`src/rtl/core/rsp_pkg.sv`:
```
// Shared constants, types and command codes of the setpoint profile core.
// No dependencies.
package rsp_pkg;

  localparam int MAX_STEPS  = 16;
  localparam int IDX_W      = $clog2(MAX_STEPS);
  localparam int CNT_W      = $clog2(MAX_STEPS + 1);
  localparam int TEMP_W     = 16;
  localparam int DUR_W      = 24;
  localparam int EL_W       = 32;
  localparam int SUM_W      = DUR_W + CNT_W;
  localparam int DIV_W      = 40;
  localparam int DIVC_W     = 6;
  localparam int REM_W      = 29;
  localparam int IDX_OUT_W  = 4;
  localparam int IN_W       = 96;
  localparam int OUT_W      = 80;

  // days = floor(floor(e / 128) / 675), the second step by reciprocal multiply
  localparam int DAY_PRE_SHIFT = 7;
  localparam int DAY_IN_W      = EL_W - DAY_PRE_SHIFT;
  localparam int DAY_MUL_W     = 26;
  localparam int DAY_PROD_W    = DAY_IN_W + DAY_MUL_W;
  localparam int DAY_SHIFT     = 35;
  localparam int DAYS_W        = 16;

  localparam logic [DAY_MUL_W-1:0] DAY_RECIP = DAY_MUL_W'(50903317);
  localparam logic [REM_W-1:0]  REM_MAX     = REM_W'(268435455);
  localparam logic [DIVC_W-1:0] DIV_LAST    = DIVC_W'(DIV_W - 1);
  localparam logic signed [TEMP_W-1:0] DEFAULT_SP_RESET = TEMP_W'(2000);

  localparam logic [2:0] CMD_QUERY  = 3'd0;
  localparam logic [2:0] CMD_APPEND = 3'd1;
  localparam logic [2:0] CMD_CLEAR  = 3'd2;
  localparam logic [2:0] CMD_START  = 3'd3;
  localparam logic [2:0] CMD_STOP   = 3'd4;

  typedef struct packed {
    logic                     ramp;
    logic signed [TEMP_W-1:0] t_start;
    logic signed [TEMP_W-1:0] t_end;
    logic [DUR_W-1:0]         dur;
  } step_t;

  typedef struct packed {
    logic capture;
    logic prime;
    logic walk;
    logic mul;
    logic div_step;
    logic load_out;
  } rsp_cmd_t;

  typedef struct packed {
    logic walk_go;
    logic walk_last;
  } rsp_sts_t;

endpackage

```
`src/rtl/core/rsp_datapath.sv`:
```
// Datapath: step table, profile state, step walk, multiply and serial divide lanes.
// Depends on rsp_pkg; driven by rsp_ctrl.
module rsp_datapath (
  input  logic              clk_i,
  input  logic              rst_ni,
  input  rsp_pkg::rsp_cmd_t cmd_i,
  output rsp_pkg::rsp_sts_t sts_o,
  input  logic              cfg_we_i,
  input  logic [15:0]       cfg_data_i,
  input  logic [2:0]        in_cmd_i,
  input  logic [95:0]       in_data_i,
  output logic [79:0]       out_data_o
);
  import rsp_pkg::*;

  step_t                    tbl [MAX_STEPS];
  step_t                    rd_q, new_step;
  logic [CNT_W-1:0]         count_q, count_d;
  logic                     active_q, active_d;
  logic signed [TEMP_W-1:0] dflt_q;
  logic [EL_W-1:0]          e_q;
  logic                     tv_q, acc_q;
  logic [CNT_W-1:0]         widx_q, widx_n;
  logic [SUM_W-1:0]         raw_q, adj_q, raw_n, adj_n;
  logic [DUR_W-1:0]         dadj_c, dadj_q, off_q;
  logic                     idx_found_q, sp_found_q, sp_ramp_q, neg_q;
  logic [IDX_W-1:0]         idx_q;
  logic signed [TEMP_W-1:0] ts_q, last_te_q;
  logic signed [TEMP_W:0]   diff_q, diff_c;
  logic [TEMP_W-1:0]        absd;
  logic [EL_W-1:0]          off_full;
  logic [DIV_W-1:0]         na_q, nb_q;
  logic [DUR_W-1:0]         ra_q, rb_q;
  logic [DUR_W:0]           ta, tb;
  logic [DAYS_W-1:0]        days_q;
  logic [DAY_PROD_W-1:0]    days_prod;
  logic                     go;
  logic signed [TEMP_W:0]   q_s;
  logic signed [TEMP_W+1:0] sp_sum;
  logic signed [TEMP_W-1:0] sp_out;
  logic [IDX_OUT_W-1:0]     idx_out;
  logic [REM_W-1:0]         rem_out;
  logic [EL_W-1:0]          rem_full;
  logic [15:0]              days_out;
  logic [6:0]               prog_out;
  logic                     drives;
  logic [79:0]              out_q;

  assign new_step.ramp    = in_data_i[0];
  assign new_step.t_start = in_data_i[16:1];
  assign new_step.t_end   = in_data_i[32:17];
  assign new_step.dur     = in_data_i[56:33];

  always_comb begin
    count_d  = count_q;
    active_d = active_q;
    if (cmd_i.capture) begin
      case (in_cmd_i)
        CMD_APPEND: if (count_q != CNT_W'(MAX_STEPS)) count_d = count_q + CNT_W'(1);
        CMD_CLEAR:  count_d = '0;
        CMD_START:  active_d = 1'b1;
        CMD_STOP:   active_d = 1'b0;
        default:    ;
      endcase
    end
  end

  always_ff @(posedge clk_i or negedge rst_ni) begin
    if (!rst_ni) begin
      count_q  <= '0;
      active_q <= 1'b0;
      dflt_q   <= DEFAULT_SP_RESET;
    end else begin
      count_q  <= count_d;
      active_q <= active_d;
      if (cfg_we_i) dflt_q <= cfg_data_i;
    end
  end

  always_ff @(posedge clk_i) begin
    if (cmd_i.capture && in_cmd_i == CMD_APPEND && count_q != CNT_W'(MAX_STEPS)) begin
      tbl[count_q[IDX_W-1:0]] <= new_step;
    end
    if (cmd_i.prime) begin
      rd_q <= tbl[0];
    end else if (cmd_i.walk) begin
      rd_q <= tbl[widx_n[IDX_W-1:0]];
    end
  end

  assign go     = active_q && (count_q != '0) && tv_q;
  assign widx_n = widx_q + CNT_W'(1);
  assign dadj_c = (rd_q.dur == '0) ? DUR_W'(1) : rd_q.dur;
  assign raw_n  = raw_q + SUM_W'(rd_q.dur);
  assign adj_n  = adj_q + SUM_W'(dadj_c);
  assign off_full = e_q - EL_W'(adj_q);
  assign diff_c = TEMP_W'(rd_q.t_end) - TEMP_W'(rd_q.t_start) == 0 ? '0 :
                  (TEMP_W+1)'(rd_q.t_end) - (TEMP_W+1)'(rd_q.t_start);
  assign absd   = diff_q[TEMP_W] ? TEMP_W'(-diff_q) : TEMP_W'(diff_q);

  assign days_prod = DAY_PROD_W'(e_q[EL_W-1:DAY_PRE_SHIFT]) * DAY_PROD_W'(DAY_RECIP);

  assign sts_o.walk_go   = go;
  assign sts_o.walk_last = (widx_q == count_q - CNT_W'(1));

  assign ta = {ra_q, na_q[DIV_W-1]};
  assign tb = {rb_q, nb_q[DIV_W-1]};

  always_ff @(posedge clk_i) begin
    if (cmd_i.capture) begin
      e_q   <= in_data_i[88:57];
      tv_q  <= in_data_i[89];
      acc_q <= !(in_cmd_i == CMD_APPEND && count_q == CNT_W'(MAX_STEPS));
    end
    if (cmd_i.prime) begin
      widx_q      <= '0;
      raw_q       <= '0;
      adj_q       <= '0;
      idx_found_q <= 1'b0;
      sp_found_q  <= 1'b0;
      sp_ramp_q   <= 1'b0;
      idx_q       <= IDX_W'(count_q - CNT_W'(1));
      dadj_q      <= DUR_W'(1);
      off_q       <= '0;
      diff_q      <= '0;
    end else if (cmd_i.walk) begin
      widx_q    <= widx_n;
      raw_q     <= raw_n;
      adj_q     <= adj_n;
      last_te_q <= rd_q.t_end;
      if (!idx_found_q && e_q < EL_W'(raw_n)) begin
        idx_found_q <= 1'b1;
        idx_q       <= widx_q[IDX_W-1:0];
      end
      if (!sp_found_q && e_q < EL_W'(adj_n)) begin
        sp_found_q <= 1'b1;
        sp_ramp_q  <= rd_q.ramp;
        ts_q       <= rd_q.t_start;
        diff_q     <= diff_c;
        off_q      <= off_full[DUR_W-1:0];
        dadj_q     <= dadj_c;
      end
    end
    if (cmd_i.mul) begin
      na_q   <= DIV_W'(absd) * DIV_W'(off_q);
      nb_q   <= DIV_W'(off_q) * DIV_W'(7'd100);
      days_q <= days_prod[DAY_SHIFT +: DAYS_W];
      neg_q  <= diff_q[TEMP_W];
      ra_q   <= '0;
      rb_q   <= '0;
    end else if (cmd_i.div_step) begin
      if (ta >= {1'b0, dadj_q}) begin
        ra_q <= DUR_W'(ta - {1'b0, dadj_q});
        na_q <= {na_q[DIV_W-2:0], 1'b1};
      end else begin
        ra_q <= ta[DUR_W-1:0];
        na_q <= {na_q[DIV_W-2:0], 1'b0};
      end
      if (tb >= {1'b0, dadj_q}) begin
        rb_q <= DUR_W'(tb - {1'b0, dadj_q});
        nb_q <= {nb_q[DIV_W-2:0], 1'b1};
      end else begin
        rb_q <= tb[DUR_W-1:0];
        nb_q <= {nb_q[DIV_W-2:0], 1'b0};
      end
    end
  end

  always_comb begin
    q_s      = neg_q ? -$signed({1'b0, na_q[TEMP_W-1:0]}) : $signed({1'b0, na_q[TEMP_W-1:0]});
    sp_sum   = (TEMP_W+2)'(ts_q) + (TEMP_W+2)'(q_s);
    drives   = active_q && (count_q != '0);
    rem_full = (e_q >= EL_W'(raw_q)) ? '0 : EL_W'(raw_q) - e_q;
    if (!go) begin
      sp_out   = dflt_q;
      idx_out  = '0;
      rem_out  = '1;
      prog_out = '0;
    end else begin
      if (!sp_found_q)     sp_out = last_te_q;
      else if (sp_ramp_q)  sp_out = sp_sum[TEMP_W-1:0];
      else                 sp_out = ts_q;
      idx_out  = IDX_OUT_W'(idx_q);
      rem_out  = (rem_full > EL_W'(REM_MAX)) ? REM_MAX : rem_full[REM_W-1:0];
      prog_out = (sp_found_q && sp_ramp_q) ? nb_q[6:0] : '0;
    end
    days_out = (active_q && tv_q) ? days_q : '0;
  end

  always_ff @(posedge clk_i) begin
    if (cmd_i.load_out) begin
      out_q <= {acc_q, 5'(count_q), active_q, drives, prog_out, days_out,
                rem_out, idx_out, sp_out};
    end
  end

  assign out_data_o = out_q;

endmodule

```
`src/rtl/core/rsp_ctrl.sv`:
```
// Controller: sequences capture, step walk, multiply, divide and result hand-off.
// Depends on rsp_pkg; drives rsp_datapath.
module rsp_ctrl (
  input  logic              clk_i,
  input  logic              rst_ni,
  input  logic              in_valid_i,
  output logic              in_ready_o,
  output logic              out_valid_o,
  input  logic              out_ready_i,
  input  rsp_pkg::rsp_sts_t sts_i,
  output rsp_pkg::rsp_cmd_t cmd_o
);
  import rsp_pkg::*;

  localparam logic [2:0] ST_IDLE  = 3'd0;
  localparam logic [2:0] ST_PRIME = 3'd1;
  localparam logic [2:0] ST_WALK  = 3'd2;
  localparam logic [2:0] ST_MUL   = 3'd3;
  localparam logic [2:0] ST_DIV   = 3'd4;
  localparam logic [2:0] ST_DONE  = 3'd5;

  logic [2:0]        state_q, state_d;
  logic [DIVC_W-1:0] cnt_q, cnt_d;
  logic              ov_q, ov_d;

  assign in_ready_o  = (state_q == ST_IDLE);
  assign out_valid_o = ov_q;

  always_comb begin
    state_d = state_q;
    cnt_d   = cnt_q;
    cmd_o   = '0;
    unique case (state_q)
      ST_IDLE: begin
        if (in_valid_i) begin
          cmd_o.capture = 1'b1;
          state_d = ST_PRIME;
        end
      end
      ST_PRIME: begin
        cmd_o.prime = 1'b1;
        state_d = sts_i.walk_go ? ST_WALK : ST_MUL;
      end
      ST_WALK: begin
        cmd_o.walk = 1'b1;
        if (sts_i.walk_last) state_d = ST_MUL;
      end
      ST_MUL: begin
        cmd_o.mul = 1'b1;
        cnt_d = '0;
        state_d = ST_DIV;
      end
      ST_DIV: begin
        cmd_o.div_step = 1'b1;
        cnt_d = cnt_q + DIVC_W'(1);
        if (cnt_q == DIV_LAST) state_d = ST_DONE;
      end
      ST_DONE: begin
        if (!ov_q || out_ready_i) begin
          cmd_o.load_out = 1'b1;
          state_d = ST_IDLE;
        end
      end
      default: state_d = ST_IDLE;
    endcase
  end

  always_comb begin
    ov_d = ov_q;
    if (cmd_o.load_out)   ov_d = 1'b1;
    else if (out_ready_i) ov_d = 1'b0;
  end

  always_ff @(posedge clk_i or negedge rst_ni) begin
    if (!rst_ni) begin
      state_q <= ST_IDLE;
      cnt_q   <= '0;
      ov_q    <= 1'b0;
    end else begin
      state_q <= state_d;
      cnt_q   <= cnt_d;
      ov_q    <= ov_d;
    end
  end

endmodule

```
`src/rtl/core/ramp_soak_setpoint_profile_core.sv`:
```
// Ramp/soak setpoint profile core: each transaction updates the step table or
// profile state and returns one result. When the profile drives the setpoint
// with a valid time, the loaded steps are walked one per cycle through the
// table read port, followed by a multiply step (elapsed days by reciprocal
// multiply) and a bit-serial divide for the ramp interpolation and progress.
// A new transaction is accepted only after the previous one has been through
// the walk, multiply and divide. A finished result waits in an output
// register while the next transaction is taken; a result that is still waiting
// when the following one finishes holds the core until it is taken. Depends on
// rsp_pkg, rsp_ctrl and rsp_datapath.
module ramp_soak_setpoint_profile_core (
  input  logic        clk_i,
  input  logic        rst_ni,
  input  logic        cfg_valid_i,
  output logic        cfg_ready_o,
  input  logic [15:0] cfg_data_i,     // default_setpoint
  input  logic        s_axis_tvalid_i,
  output logic        s_axis_tready_o,
  // step_is_ramp, temp_start, temp_end, duration_s, elapsed_s, time_valid, pad
  input  logic [95:0] s_axis_tdata_i,
  input  logic [2:0]  s_axis_tuser_i, // cmd
  output logic        m_axis_tvalid_o,
  input  logic        m_axis_tready_i,
  // setpoint, step_index, remaining_s, elapsed_days, progress_percent,
  // drives_setpoint, profile_on, steps_loaded, accepted
  output logic [79:0] m_axis_tdata_o
);
  import rsp_pkg::*;

  rsp_cmd_t cmd;
  rsp_sts_t sts;

  assign cfg_ready_o = 1'b1;

  rsp_ctrl u_ctrl (
    .clk_i       (clk_i),
    .rst_ni      (rst_ni),
    .in_valid_i  (s_axis_tvalid_i),
    .in_ready_o  (s_axis_tready_o),
    .out_valid_o (m_axis_tvalid_o),
    .out_ready_i (m_axis_tready_i),
    .sts_i       (sts),
    .cmd_o       (cmd)
  );

  rsp_datapath u_dp (
    .clk_i      (clk_i),
    .rst_ni     (rst_ni),
    .cmd_i      (cmd),
    .sts_o      (sts),
    .cfg_we_i   (cfg_valid_i),
    .cfg_data_i (cfg_data_i),
    .in_cmd_i   (s_axis_tuser_i),
    .in_data_i  (s_axis_tdata_i),
    .out_data_o (m_axis_tdata_o)
  );

endmodule

```
`config.mk`:
```
export PLATFORM = sky130hd
export DESIGN_NAME = ramp_soak_setpoint_profile_core
export DESIGN_NICKNAME = d
export VERILOG_FILES = /design/src/rtl/core/rsp_pkg.sv /design/src/rtl/core/rsp_datapath.sv /design/src/rtl/core/rsp_ctrl.sv /design/src/rtl/core/ramp_soak_setpoint_profile_core.sv
export SDC_FILE = /design/constraint.sdc
export NUM_CORES = 2
export LEC_CHECK = 0
export BUFFER_PORTS_ARGS = -buffer_cell sky130_fd_sc_hd__buf_4
export CAP_MARGIN = 20
export CELL_PAD_IN_SITES_DETAIL_PLACEMENT = 1
export CELL_PAD_IN_SITES_GLOBAL_PLACEMENT = 1
export CORE_MARGIN = 2
export CORE_UTILIZATION = 40
export DETAILED_ROUTE_END_ITERATION = 16
export PLACE_DENSITY = 0.72
export REMOVE_ABC_BUFFERS = 1
export SYNTH_ARGS = -nofsm -noshare
export SYNTH_HDL_FRONTEND = slang
export SYNTH_SLANG_ARGS = --single-unit
```
`constraint.sdc`:
```
create_clock -name clk_i -period 14.55 [get_ports clk_i]
set_input_delay 1.455 -clock clk_i [delete_from_list [all_inputs] [get_ports clk_i]]
set_output_delay 1.455 -clock clk_i [all_outputs]
set_load 0.05 [all_outputs]
```
==> impl_metrics.tcl <==
set metrics [dict create \
    status "finished, final reports clean" \
    synth_top_family_by_area "adder cells" \
    cts_tree "yes" \
    synth_flop_cell "edfxtp_1" \
    rows 172 \
    via_count 57120 \
    fin_util 0.4496 \
    dieHeight_um 472.8 \
    clk_pin_slew_worst_paths_ns 0.06 \
    worstHoldPathType "reg2reg" \
    finalInstanceArea_sq_mm 0.09850 \
    fin_crit_sh 0.6108 \
    synth-edff-count 1205 \
    dpl_cell_area_sq_mm 0.09320 \
    grt_pass1_wl_um 388700 \
    pre_cts_slack_ns 5.174 \
    drcViolationCount 0 \
    ys_seq_area_frac 0.4640 \
    gp_congestion 0.8602 \
    place_inst 10010 \
    power_mw 24.33 \
    cts_resized 0 \
    synthXorXnorAreaFrac 0.02610 \
    cts_setup_buffers 0 \
    max_freq_mhz 112.5 \
    path_class "reg2reg" \
    syn-mean-instance-area_sq_um 12.38 \
    area_growth_pct 12.03 \
    clockRootBuffer "clkbuf_16" \
    hold_violations 0 \
    worstPathMaxFanout 14 \
    layout_setup_ws_ns 5.663 \
    ys_top_cells_by_area "edfxtp_1 41%, fa_1 12%, ha_1 10%" \
    async_flop_share 0.02242 \
    timing.hold.ws_ns 0.4340 \
    holdBufCountCts 0 \
    peakVddDrop_v 0.0003504 \
    final.setup_skew_ns 0.03871 \
    overflow 0 \
    yosysTopAreaCell "edfxtp_1" \
    maxCapViolCount 0 \
    drv_slew 0 \
    synth_warnings 0 \
    final_nets 8653 \
    dp_hpwl_um 174400 \
    grt_max_degree 119 \
    crit_path_top_delay_cell "o41ai_1" \
    htreeDepth 4 \
    clk_path_buf_depth 3 \
    cp.arrival_ns 9.40 \
    synthAdderAreaFrac 0.2193 \
    tightest_slew_ns 1.182 \
    rr_startpoint "u_dp.diff_q[5]$_SDFFE_PP0P_" \
    final_cells 10310 \
    path_buf_inv 4 \
    max_stage_delay_ns 0.60 \
    die_w_um 472.8 \
    port_buffers 195 \
    clk_latency_ns 0.83 \
    netlist_area_sq_mm 0.08792 \
    drive_gt1_frac 0.1276 \
    setup_viol 0 \
    start_kind "flop" \
    synth_top_area_frac 0.4116 \
    min_period_ns 8.887 \
    required_ns 15.06 \
    tns_ns 0 \
    vias_per_cell 5.542 \
    start_util 0.4013 \
    synthMuxAreaShare 0.08363 \
    drtPass1Iterations 5 \
    synthCells 7103 \
    rsz0062_at_grt "false" \
    startpoint "u_dp.diff_q[5]$_SDFFE_PP0P_" \
    clock_sinks 1427 \
    wl_per_cell_um 24.72 \
    synth-simple-area-share 0.07894 \
    die_area_sq_mm 0.2236 \
    grtUsageTotal 0.2292 \
    synth.distinct_cells 84 \
    antenna_found_initial 14 \
    synth_compound_area_frac 0.07612 \
    core_area_sq_mm 0.2191 \
    io_pins 203 \
    drt_wl_total_um 254800 \
    first_iter_violations 3557 \
    critPathTopFamily "adder cells" \
    hold_path_startpoint "u_dp.acc_q$_DFFE_PP_" \
    end_kind "flop" \
    slew_headroom 0.2106 \
    p_leak_nw 40.09 \
    ys_ff_latch 1427 \
    cts_buffers 155 \
    power_density_mw_per_mm2 247.0 \
    ant_nets 0 \
    cpMostUsedCell "fa_1" \
    grt_pass1_vias 62310 \
]
==> synth_stat cells (56+ instances only) <==
cell / instances
inv_1: 932
xnor2_1: 176
mux2i_1: 72
a21oi_1: 265
o21a_1: 58
and2_1: 114
edfxtp_1: 1205
nor2_1: 288
fa_1: 513
nand3_1: 72
mux4_2: 285
nand2_1: 749
o21ai_0: 299
a21o_1: 124
xor2_1: 86
dfxtp_1: 190
clkbuf_1: 240
nor3_1: 56
ha_1: 720
==> power by group <==
part	leakage [nW]	internal [mW]	switching, mW
Clock	2.52	2.31	1.76
Combinational	24.7	5.87	8.70
Sequential	12.8	5.16	0.534
==> cells in the final DEF (no fill, tap or decap), drive strengths merged, types with 24 or more instances in the layout <==
| cell | n |
|---|---|
| dfxtp | 190 |
| fa | 513 |
| a31oi | 29 |
| nand3 | 72 |
| edfxtp | 1205 |
| o22ai | 31 |
| a211oi | 33 |
| nor2 | 288 |
| or3 | 24 |
| and2 | 116 |
| inv | 942 |
| nand2 | 749 |
| clkbuf | 190 |
| mux4 | 285 |
| o21ai | 302 |
| a21o | 124 |
| nand4 | 35 |
| dfrtp | 26 |
| nor2b | 40 |
| o21bai | 43 |
| xnor2 | 176 |
| xor2 | 86 |
| o31ai | 25 |
| nand2b | 31 |
| clkinv | 63 |
| o21a | 58 |
| a21oi | 265 |
| ha | 720 |
| buf | 313 |
| nor3 | 57 |
| mux2i | 72 |
| a22o | 27 |
| and3 | 49 |
==> worst paths after layout <==
check | to | slack [ns] | cells past startpoint
worst max-delay path | u_dp.na_q[35]$_DFFE_PP_ | 5.66 | 27
worst min-delay path | u_dp.out_data_o[79]$_DFFE_PP_ | 0.43 | 0
worst max register to register | u_dp.na_q[35]$_DFFE_PP_ | 5.66 | 27
worst min register to register | u_dp.out_data_o[79]$_DFFE_PP_ | 0.43 | 0
max in group asynchronous | u_dp.dflt_q[4]$_DFFE_PN1P_ | 13.56 | 1
min in group asynchronous | u_dp.dflt_q[1]$_DFFE_PN0P_ | 0.61 | 1
==> worst register-to-register path, cell delays in order, from the launching register on <==
cell and delay, ns:
dfxtp_1 0.41, or4_1 0.57, nor2_1 0.17, nand3_1 0.16
o41ai_1 0.60, xnor2_1 0.19, buf_4 0.24, nand2_1 0.10
fa_1 0.52, fa_1 0.56, inv_1 0.06, fa_1 0.52
fa_1 0.54, fa_1 0.55, inv_1 0.06, fa_1 0.53
inv_1 0.04, ha_1 0.37, and3_1 0.22, and4_1 0.25
nand2b_1 0.08, a311oi_1 0.13, or2_2 0.42, a31oi_1 0.60
o21ai_0 0.18, a21oi_1 0.21, xor2_1 0.18, o21ai_0 0.13
==> registers in the layout, summed over array words and instances, names as in the netlist, 3 cells and up <==
signal / flops
u_ctrl.state_q: 3
u_dp.raw_q: 29
u_dp.e_q: 32
u_dp.na_q: 40
u_dp.ts_q: 16
u_dp.off_q: 24
u_dp.rd_q: 57
u_dp.count_q: 5
u_dp.out_data_o: 80
u_dp.tbl: 912
u_dp.ra_q: 24
u_dp.adj_q: 29
u_dp.last_te_q: 16
u_dp.dflt_q: 16
u_dp.idx_q: 4
u_dp.diff_q: 17
u_dp.days_q: 16
u_dp.nb_q: 40
u_dp.widx_q: 5
u_dp.rb_q: 24
u_dp.dadj_q: 24
u_ctrl.cnt_q: 6
==> cell type report <==
class | count | area [sq um]
Clock buffer | 190 | 4103
Sequential cell | 1427 | 40800
Clock inverter | 99 | 1137
Fill cell | 22770 | 120600
Timing Repair Buffer | 313 | 2417
Tap cell | 2871 | 3592
Antenna cell | 5 | 12.51
Multi-Input combinational cell | 4470 | 42940
Inverter | 933 | 3505
==> layer usage <==
metal | GRT usage | up-vias | share of wire
li1 | - | 25420 | -
met1 | 0.2949 | 29780 | 0.42
met2 | 0.3926 | 1471 | 0.50
met3 | 0.03431 | 430 | 0.049
met4 | 0.08235 | 18 | 0.036
met5 | 0 | - | 0.00043
==> logic make-up (layout without fill, tap and decap cells) <==
kind of cell / Yosys count / in the layout
and+or+nand+nor: 1535 / 1535
DFF: 1427 / 1427
adders and majority gates: 1233 / 1233
buffers and inverters: 1206 / 1535
AOI/OAI and AO/OA: 1063 / 1063
muxes: 376 / 376
xor gates and xnor gates: 262 / 262
other: 1 / 6
No activity file was read; power rests on OpenSTA's default activity.
